`src/rtl/apd_pkg.sv`:
```
package apd_pkg;

  // defaults for the top level parameters
  localparam int MAX_CHANNELS_DEF  = 8;
  localparam int BLOCK_SAMPLES_DEF = 256;

  // fixed field widths
  localparam int SAMPLE_BITS = 24;
  localparam int SCALE_BITS  = 15;              // x*32767 == (x << 15) - x
  localparam int LOW_W       = SCALE_BITS + 1;
  localparam int CH_W        = 3;
  localparam int CFG_W       = 4;

  localparam logic [CFG_W-1:0] CFG_COUNT_RESET = 4'd2;

  // request kinds carried on s_tuser
  localparam logic FUNC_SAMPLE = 1'b0;
  localparam logic FUNC_FLUSH  = 1'b1;

  // stream widths
  localparam int IN_TDATA_W  = 32;
  localparam int OUT_TDATA_W = 96;

  // input tdata layout
  localparam int IN_CH_LSB  = 0;
  localparam int IN_SMP_LSB = CH_W;

  // output tdata layout
  localparam int OUT_CH_LSB = 0;
  localparam int PH_LSB     = OUT_CH_LSB + CH_W;
  localparam int PL_LSB     = PH_LSB + SCALE_BITS;
  localparam int MH_LSB     = PL_LSB + LOW_W;
  localparam int ML_LSB     = MH_LSB + SCALE_BITS;
  localparam int MP_LSB     = ML_LSB + LOW_W;
  localparam int OUT_USED_W = MP_LSB + SAMPLE_BITS;

  localparam logic [SAMPLE_BITS-1:0] FULL_SCALE = 24'h800000;

  // magnitude * 32767 >> 23, truncating
  function automatic logic [SCALE_BITS-1:0] scale_mag(input logic [SAMPLE_BITS-1:0] m);
    logic [SAMPLE_BITS+SCALE_BITS-1:0] p;
    p = {m, {SCALE_BITS{1'b0}}} - {{SCALE_BITS{1'b0}}, m};
    return p[SAMPLE_BITS-1 +: SCALE_BITS];
  endfunction

endpackage

```
`src/rtl/audio_peak_overview_decimator_top.sv`:
```
// Samples and ignored/empty-flush requests: one per cycle while s_tready is high, peak memory written the cycle after.
// Block close (full block or flush): s_tready drops while a scan pass over the n channels in use
// finds the block max and min, then a second pass reads each channel and emits one result per channel,
// both passes going through the single read port of the per-channel peak memory.
// Reset (rst, synchronous) clears control, per-channel valid bits (peaks read as zero),
// frame count, overall peak and sets channel_count to 2; no memory clearing pass.
module audio_peak_overview_decimator_top #(
  parameter int MAX_CHANNELS  = apd_pkg::MAX_CHANNELS_DEF,
  parameter int BLOCK_SAMPLES = apd_pkg::BLOCK_SAMPLES_DEF
) (
  input  logic                              clk,
  input  logic                              rst,
  input  logic                              cfg_we,
  input  logic [apd_pkg::CFG_W-1:0]         cfg_wdata,
  input  logic                              s_tvalid,
  output logic                              s_tready,
  // [2:0] channel, [26:3] sample, [31:27] zero
  input  logic [apd_pkg::IN_TDATA_W-1:0]    s_tdata,
  // [0] func
  input  logic [0:0]                        s_tuser,
  output logic                              m_tvalid,
  input  logic                              m_tready,
  // [2:0] out_channel, [17:3] peak_high, [33:18] peak_low, [48:34] mix_high,
  // [64:49] mix_low, [88:65] max_peak, [95:89] zero
  output logic [apd_pkg::OUT_TDATA_W-1:0]   m_tdata,
  output logic                              m_tlast
);

  localparam int SB = apd_pkg::SAMPLE_BITS;
  localparam int SW = apd_pkg::SCALE_BITS;
  localparam int LW = apd_pkg::LOW_W;
  localparam int AW = (MAX_CHANNELS > 1) ? $clog2(MAX_CHANNELS) : 1;
  localparam int CW = $clog2(MAX_CHANNELS + 1);
  localparam int FW = $clog2(BLOCK_SAMPLES + 1);
  localparam int DW = 2 * SB;

  typedef enum logic [9:0] {
    ST_IDLE  = 10'b0000000001,
    ST_DRAIN = 10'b0000000010,
    ST_SCAN  = 10'b0000000100,
    ST_NEG   = 10'b0000001000,
    ST_MAG   = 10'b0000010000,
    ST_MIX   = 10'b0000100000,
    ST_RD    = 10'b0001000000,
    ST_LOAD  = 10'b0010000000,
    ST_MUL   = 10'b0100000000,
    ST_PUT   = 10'b1000000000
  } state_t;

  state_t state;

  logic [apd_pkg::CFG_W-1:0] cfg_count;
  logic [CW-1:0]             eff;
  logic [FW-1:0]             frame;
  logic                      has_data;
  logic [MAX_CHANNELS-1:0]   valid;
  logic [SB-1:0]             overall;

  // input fields
  logic [apd_pkg::CH_W-1:0]  in_ch;
  logic signed [SB-1:0]      in_smp;
  logic                      in_func;
  logic                      in_take;
  logic                      smp_use;
  logic                      frame_end;
  logic                      flush_go;
  logic                      blk_go;

  // update pipeline
  logic                      p1_v;
  logic [AW-1:0]             p1_addr;
  logic signed [SB-1:0]      p1_smp;
  logic                      lw_v;
  logic [AW-1:0]             lw_addr;
  logic signed [SB-1:0]      lw_hi;
  logic signed [SB-1:0]      lw_lo;
  logic signed [SB-1:0]      cur_hi;
  logic signed [SB-1:0]      cur_lo;
  logic signed [SB-1:0]      nx_hi;
  logic signed [SB-1:0]      nx_lo;

  // memory ports
  logic [AW-1:0]             raddr;
  logic [DW-1:0]             rdata;
  logic signed [SB-1:0]      rd_hi;
  logic signed [SB-1:0]      rd_lo;

  // emission datapath
  logic [CW-1:0]             idx;
  logic                      scan_pend;
  logic [AW-1:0]             scan_addr;
  logic signed [SB-1:0]      hi_max;
  logic signed [SB-1:0]      lo_min;
  logic signed [SB-1:0]      f_hi;
  logic signed [SB-1:0]      f_lo;
  logic [SB-1:0]             hi_u;
  logic [SB-1:0]             lo_mag;
  logic [SB-1:0]             pk_mag;
  logic [SW-1:0]             prod_a;
  logic [SW-1:0]             prod_b;
  logic [SW-1:0]             mix_high;
  logic [LW-1:0]             mix_low;
  logic                      is_last;
  logic                      out_free;

  // output register
  logic [apd_pkg::CH_W-1:0]  o_ch;
  logic [SW-1:0]             o_ph;
  logic [LW-1:0]             o_pl;
  logic [SW-1:0]             o_mh;
  logic [LW-1:0]             o_ml;
  logic [SB-1:0]             o_mp;

  assign in_ch   = s_tdata[apd_pkg::IN_CH_LSB +: apd_pkg::CH_W];
  assign in_smp  = s_tdata[apd_pkg::IN_SMP_LSB +: SB];
  assign in_func = s_tuser[0];

  // effective channel count: 0 acts as 1, clamp at MAX_CHANNELS
  always_comb begin
    if (cfg_count == '0) begin
      eff = CW'(1);
    end else if (int'(cfg_count) > MAX_CHANNELS) begin
      eff = CW'(MAX_CHANNELS);
    end else begin
      eff = CW'(cfg_count);
    end
  end

  // request decode
  assign s_tready  = (state == ST_IDLE);
  assign in_take   = s_tvalid && s_tready;
  assign smp_use   = in_take && (in_func == apd_pkg::FUNC_SAMPLE) && (int'(in_ch) < int'(eff));
  assign frame_end = smp_use && (int'(in_ch) + 1 == int'(eff));
  assign flush_go  = in_take && (in_func == apd_pkg::FUNC_FLUSH) && (has_data || frame != '0);
  assign blk_go    = frame_end && (frame == FW'(BLOCK_SAMPLES - 1));

  // peak memory: {high, low} per channel
  assign raddr = (state == ST_IDLE) ? AW'(in_ch) : AW'(idx);
  assign rd_hi = rdata[DW-1:SB];
  assign rd_lo = rdata[SB-1:0];

  apd_ram #(
    .WIDTH(DW),
    .DEPTH(MAX_CHANNELS)
  ) u_peak_ram (
    .clk  (clk),
    .we   (p1_v),
    .waddr(p1_addr),
    .wdata({nx_hi, nx_lo}),
    .raddr(raddr),
    .rdata(rdata)
  );

  // read-modify-write: forward last write, unwritten entries read as zero
  always_comb begin
    if (lw_v && (lw_addr == p1_addr)) begin
      cur_hi = lw_hi;
      cur_lo = lw_lo;
    end else if (valid[p1_addr]) begin
      cur_hi = rd_hi;
      cur_lo = rd_lo;
    end else begin
      cur_hi = '0;
      cur_lo = '0;
    end
    nx_hi = (p1_smp > cur_hi) ? p1_smp : cur_hi;
    nx_lo = (p1_smp < cur_lo) ? p1_smp : cur_lo;
  end

  // scan fold inputs
  assign f_hi = valid[scan_addr] ? rd_hi : '0;
  assign f_lo = valid[scan_addr] ? rd_lo : '0;

  assign is_last  = (int'(idx) + 1 == int'(eff));
  assign out_free = !m_tvalid || m_tready;

  // config register
  always_ff @(posedge clk) begin
    if (rst) begin
      cfg_count <= apd_pkg::CFG_COUNT_RESET;
    end else if (cfg_we) begin
      cfg_count <= cfg_wdata;
    end
  end

  // update pipeline stage
  always_ff @(posedge clk) begin
    if (rst) begin
      p1_v <= 1'b0;
      lw_v <= 1'b0;
    end else begin
      p1_v <= smp_use;
      lw_v <= p1_v;
    end
    p1_addr <= AW'(in_ch);
    p1_smp  <= in_smp;
    lw_addr <= p1_addr;
    lw_hi   <= nx_hi;
    lw_lo   <= nx_lo;
  end

  // control and emission sequencer
  always_ff @(posedge clk) begin
    if (rst) begin
      state     <= ST_IDLE;
      frame     <= '0;
      has_data  <= 1'b0;
      valid     <= '0;
      overall   <= '0;
      idx       <= '0;
      scan_pend <= 1'b0;
      m_tvalid  <= 1'b0;
    end else begin
      // result taken and no new one loaded this cycle
      if (m_tvalid && m_tready && (state != ST_PUT)) begin
        m_tvalid <= 1'b0;
      end
      if (p1_v) begin
        valid[p1_addr] <= 1'b1;
      end

      unique case (state)
        ST_IDLE: begin
          if (smp_use) begin
            has_data <= 1'b1;
          end
          if (frame_end) begin
            frame <= frame + 1'b1;
          end
          if (flush_go || blk_go) begin
            state <= ST_DRAIN;
          end
        end

        // last update writes back this cycle
        ST_DRAIN: begin
          idx       <= '0;
          scan_pend <= 1'b0;
          hi_max    <= '0;
          lo_min    <= '0;
          state     <= ST_SCAN;
        end

        // first pass: block max and min over channels in use
        ST_SCAN: begin
          if (idx != eff) begin
            scan_pend <= 1'b1;
            scan_addr <= AW'(idx);
            idx       <= idx + 1'b1;
          end else begin
            scan_pend <= 1'b0;
          end
          if (scan_pend) begin
            if (f_hi > hi_max) begin
              hi_max <= f_hi;
            end
            if (f_lo < lo_min) begin
              lo_min <= f_lo;
            end
          end
          if ((idx == eff) && !scan_pend) begin
            state <= ST_NEG;
          end
        end

        ST_NEG: begin
          hi_u   <= hi_max;
          lo_mag <= SB'(-lo_min);
          state  <= ST_MAG;
        end

        ST_MAG: begin
          pk_mag <= (hi_u > lo_mag) ? hi_u : lo_mag;
          prod_a <= apd_pkg::scale_mag(hi_u);
          prod_b <= apd_pkg::scale_mag(lo_mag);
          state  <= ST_MIX;
        end

        ST_MIX: begin
          if (pk_mag > overall) begin
            overall <= pk_mag;
          end
          mix_high <= prod_a;
          mix_low  <= LW'(0) - {1'b0, prod_b};
          idx      <= '0;
          state    <= ST_RD;
        end

        // second pass: one result per channel
        ST_RD: begin
          state <= ST_LOAD;
        end

        ST_LOAD: begin
          hi_u   <= valid[AW'(idx)] ? rd_hi : '0;
          lo_mag <= valid[AW'(idx)] ? SB'(-rd_lo) : '0;
          state  <= ST_MUL;
        end

        ST_MUL: begin
          prod_a <= apd_pkg::scale_mag(hi_u);
          prod_b <= apd_pkg::scale_mag(lo_mag);
          state  <= ST_PUT;
        end

        ST_PUT: begin
          if (out_free) begin
            m_tvalid <= 1'b1;
            m_tlast  <= is_last;
            o_ch     <= apd_pkg::CH_W'(idx);
            o_ph     <= prod_a;
            o_pl     <= LW'(0) - {1'b0, prod_b};
            o_mh     <= mix_high;
            o_ml     <= mix_low;
            o_mp     <= overall;
            if (is_last) begin
              valid    <= '0;
              frame    <= '0;
              has_data <= 1'b0;
              state    <= ST_IDLE;
            end else begin
              idx   <= idx + 1'b1;
              state <= ST_RD;
            end
          end
        end

        default: begin
          state <= ST_IDLE;
        end
      endcase
    end
  end

  assign m_tdata = {{(apd_pkg::OUT_TDATA_W - apd_pkg::OUT_USED_W){1'b0}},
                    o_mp, o_ml, o_mh, o_pl, o_ph, o_ch};

endmodule

```
`src/rtl/apd_ram.sv`:
```
module apd_ram #(
  parameter int WIDTH = 48,
  parameter int DEPTH = 8
) (
  input  logic                                   clk,
  input  logic                                   we,
  input  logic [((DEPTH > 1) ? $clog2(DEPTH) : 1)-1:0] waddr,
  input  logic [WIDTH-1:0]                       wdata,
  input  logic [((DEPTH > 1) ? $clog2(DEPTH) : 1)-1:0] raddr,
  output logic [WIDTH-1:0]                       rdata
);

  logic [WIDTH-1:0] mem [DEPTH];

  // one write port, registered read (old data on collision)
  always_ff @(posedge clk) begin
    if (we) begin
      mem[waddr] <= wdata;
    end
    rdata <= mem[raddr];
  end

endmodule

```
`config.mk`:
```
export PLATFORM = sky130hd
export DESIGN_NAME = audio_peak_overview_decimator_top
export DESIGN_NICKNAME = d
export VERILOG_FILES = /design/src/rtl/apd_pkg.sv /design/src/rtl/audio_peak_overview_decimator_top.sv /design/src/rtl/apd_ram.sv
export SDC_FILE = /design/constraint.sdc
export NUM_CORES = 1
export LEC_CHECK = 0
export BUFFER_PORTS_ARGS = -buffer_cell sky130_fd_sc_hd__buf_2
export CORE_UTILIZATION = 65
export DETAILED_ROUTE_END_ITERATION = 6
export PLACE_DENSITY = 0.79
export SETUP_SLACK_MARGIN = 0.15
export SLEW_MARGIN = 20
export SYNTH_ARGS = -nofsm -noshare
export SYNTH_HDL_FRONTEND = slang
export SYNTH_SLANG_ARGS = --single-unit
```
`constraint.sdc`:
```
create_clock -name clk -period 11.2 [get_ports clk]
set_input_delay 1.12 -clock clk [delete_from_list [all_inputs] [get_ports clk]]
set_output_delay 1.12 -clock clk [all_outputs]
set_load 0.03 [all_outputs]
```
==> flow_summary.yaml <==
grt:
  grt_overflow: 0
  grt_pass1_wl_um: 129000
  grt_max_degree: 97
  grt_antenna_before_repair: 1
  grt.total_usage: 0.295
  grt_pass1_vias: 22800
synthesis:
  avgSynthCellArea_um2: 13.8
  synth_top_cell_area_share: 0.531
  yosys.area.top_type: "edfxtp_1"
  synth-edff-count: 658
  ys.flop_type: "edfxtp_1"
  synthCells: 2705
  syn-cell-area_um2: 37200
  synth_compound_area_frac: 0.0654
  ys_ff_latch: 848
  yosysSeqAreaShare: 0.633
  synth.distinct_cells: 80
  synth.most_common_cell: "edfxtp_1"
  synth_top_family_by_area: "simple AND/OR/NAND/NOR gates"
  synthXorXnorAreaFrac: 0.0205
  yosys.area_share.simple: 0.108
  synth_fa_ha_area_frac: 0.0575
  yosysWarnings: 0
  synth_common_cells: "edfxtp_1 (658), nand2_1 (238), dfxtp_1 (190)"
  yosys-mux-area-fraction: 0.0853
  synth_area_leaders: "edfxtp_1 (53%), dfxtp_1 (10%), mux4_2 (6.2%), ha_1 (5.7%), nand2_1 (2.4%)"
  async_reset_ff_frac: 0
routing:
  wl_per_cell_um: 23.0
  num_vias: 22927
  routed.top_layer: "met4"
  drt_wl_total_um: 84200
  antenna_left: 0
  met1_length_um: 32800
  wl_met3_um: 5590
  first_pass_iters: 6
  wl_met2_um: 42800
  drc: 0
  drt_iter0_drc: 1923
  avgViaCountPerCell: 6.26
setup_path:
  crit_arrival_ps: 5900
  crit_path_cell_trace: "xor2_1 > o311ai_0 > o21ai_4 > buf_4 > a22oi_1 > ha_1 > nand3_1 > or3_1 > a2111o_1 > a2111oi_0 > o22ai_2 > buf_4 > mux2i_1"
  critical_path_required_ps: 11530
  r2r_setup_slack_ps: 5630
  setup.worst_path.start_class: "flip-flop"
  critPathKind: "flip-flop to flip-flop"
  max_stage_delay_ps: 630
  cp-end-kind: "flip-flop"
  path_max_fanout: 49
  slowest_stage: "mux2i_1"
  cpMostUsedCell: "buf_4"
timing:
  rsz0062_at_grt: "no"
  fmax_mhz: 179
  final_max_slew_viol_count: 0
  tightest_slew_ps: 1080
  max_slew_margin: 0.281
  hold_violations: 0
  fin_skew_ps: 55.7
  min_period_ps: 5570
  finalSetupViolations: 0
  min_period_over_period: 0.498
  whs_ps: 412
  final.setup.tns_ps: 0
floorplanning:
  core-area_um2: 56500
  dieWidth_um: 241
  initial_utilization: 0.659
  fp-row-count: 87
  fp.dieH_um: 241
  dieArea_um2: 58200
  ios: 141
power_and_ir_drop:
  power_switching_mw: 1.91
  p_comb_frac: 0.113
  p_leak_nw: 15.1
  power_density_nw_per_um2: 178
  p_int_mw: 5.50
  switching_share: 0.258
  seqPwrFrac: 0.508
  pwr-share-clk: 0.379
  ir_worst_vdd_mv: 0.154
cells_and_area:
  regArea_um2: 23600
  multi_input_area_um2: 12800
  nFillCells: 3490
  area_growth_pct: 11.7
  drive_gt1_frac: 0.158
  postLayoutCellArea_um2: 41600
  nNetsFinal: 3049
placed_design:
  placement.cell_area_um2: 38800
  gp_congestion: 0.976
  port_buffers: 128
  hpwl_um: 54300
clock_network:
  path_clk_slew_ps: 60
  cts_sinks: 848
  cts_buffers: 83
  cts_tree: "built"
  post_cts_resize_count: 0
  clockRootBuffer: "clkbuf_16"
  clkLatencyLatePin_ps: 650
  cts_hold_buf: 0
  htree_levels: 3
  clk_path_buf_depth: 3
  post_cts_buffers: 0
worst_hold_path:
  hold_path_class: "flip-flop to flip-flop"
job:
  drv_cap: 0
outcome:
  status: "finished clean"
[path summary, 6_finish.rpt]
| path | startpoint | cells past startpoint | to |
|---|---|---|---|
| worst min-delay path | mix_low[10] | 0 | o_ml[10] |
| worst max register to register | p1_addr[1] | 13 | u_peak_ram.mem[1][8] |
| worst min register to register | mix_low[10] | 0 | o_ml[10] |
| worst max-delay path | p1_addr[1] | 13 | u_peak_ram.mem[1][8] |
[power by group through the flow]
stage | Clock (mW) | Sequential (mW) | Combinational (mW)
floorplan | 0 | 3.66 | 0.684
global placement | 0 | 3.81 | 0.809
detailed placement | 0 | 3.82 | 0.829
CTS | 2.84 | 3.75 | 0.842
global route | 2.97 | 3.77 | 0.913
finish | 2.81 | 3.77 | 0.835
[per-layer routing]
layer | up-vias | track usage
met4 | 0 | 0.119
met2 | 934 | 0.512
met3 | 166 | 0.0425
li1 | 10479 | -
met5 | - | 0
met1 | 11348 | 0.375
[state kept, by name, indices dropped and copies added, names as in the netlist, 24 cells and up]
register and cells:
lw_lo 24, hi_u 24, p1_smp 24, overall 24, hi_max 24, u_peak_ram.rdata 48
o_mp 24, lo_mag 24, u_peak_ram.mem 384, pk_mag 24, lw_hi 24, lo_min 24
[final cells by class]
class / count / area share
diodes: 1 / 0.0000602
clock buffers: 109 / 0.0547
clock inverters: 46 / 0.0125
inverters: 155 / 0.0140
multi-input cells: 1586 / 0.307
flip-flops and latches: 848 / 0.567
well taps: 756 / 0.0228
repair buffers: 162 / 0.0219
[per-stage QoR]
step                worst slack, ps  utilization  instances  power (mW)
finish                         5630        0.736       3663        7.41
CTS                            5680        0.736       3661        7.44
global placement               6000        0.686       3506        4.62
global route                   5270        0.736       3663        7.65
detailed placement             5740        0.686       3506        4.65
floorplan                      5010            -       2711        4.35
[worst max-delay path: cells and delay by family (launching register included)]
family	cells	cell delay (ps)
multiplexers	1	630
buffers and inverters	2	880
flip-flops	1	590
adder cells (fa/ha/maj)	1	370
XOR/XNOR	1	310
AND/OR/NAND/NOR	2	520
AO/OA/AOI/OAI	6	1910
[cells by family (layout without fill, tap and decap cells)]
logic type,Yosys count,in the layout
mux,187,187
buf+inv,277,472
fa+ha+maj,171,171
other cells,1,8
simple gates,775,775
xor+xnor,87,87
compound gates,359,359
flops,848,848
[cell usage in the layout (no fill, tap or decap), types with 51 or more instances in the layout]
master,instances
dfxtp_1,190
mux2i_1,61
nor2b_1,59
nand3_1,51
clkbuf_16,84
mux4_2,102
xnor2_1,54
nand2_1,238
a21oi_1,51
nand4_1,62
inv_1,155
ha_1,171
edfxtp_1,658
and2_1,51
buf_2,128
o21ai_0,80
nor2_1,97
a22oi_1,71
No activity file was read; power rests on OpenSTA's default activity.
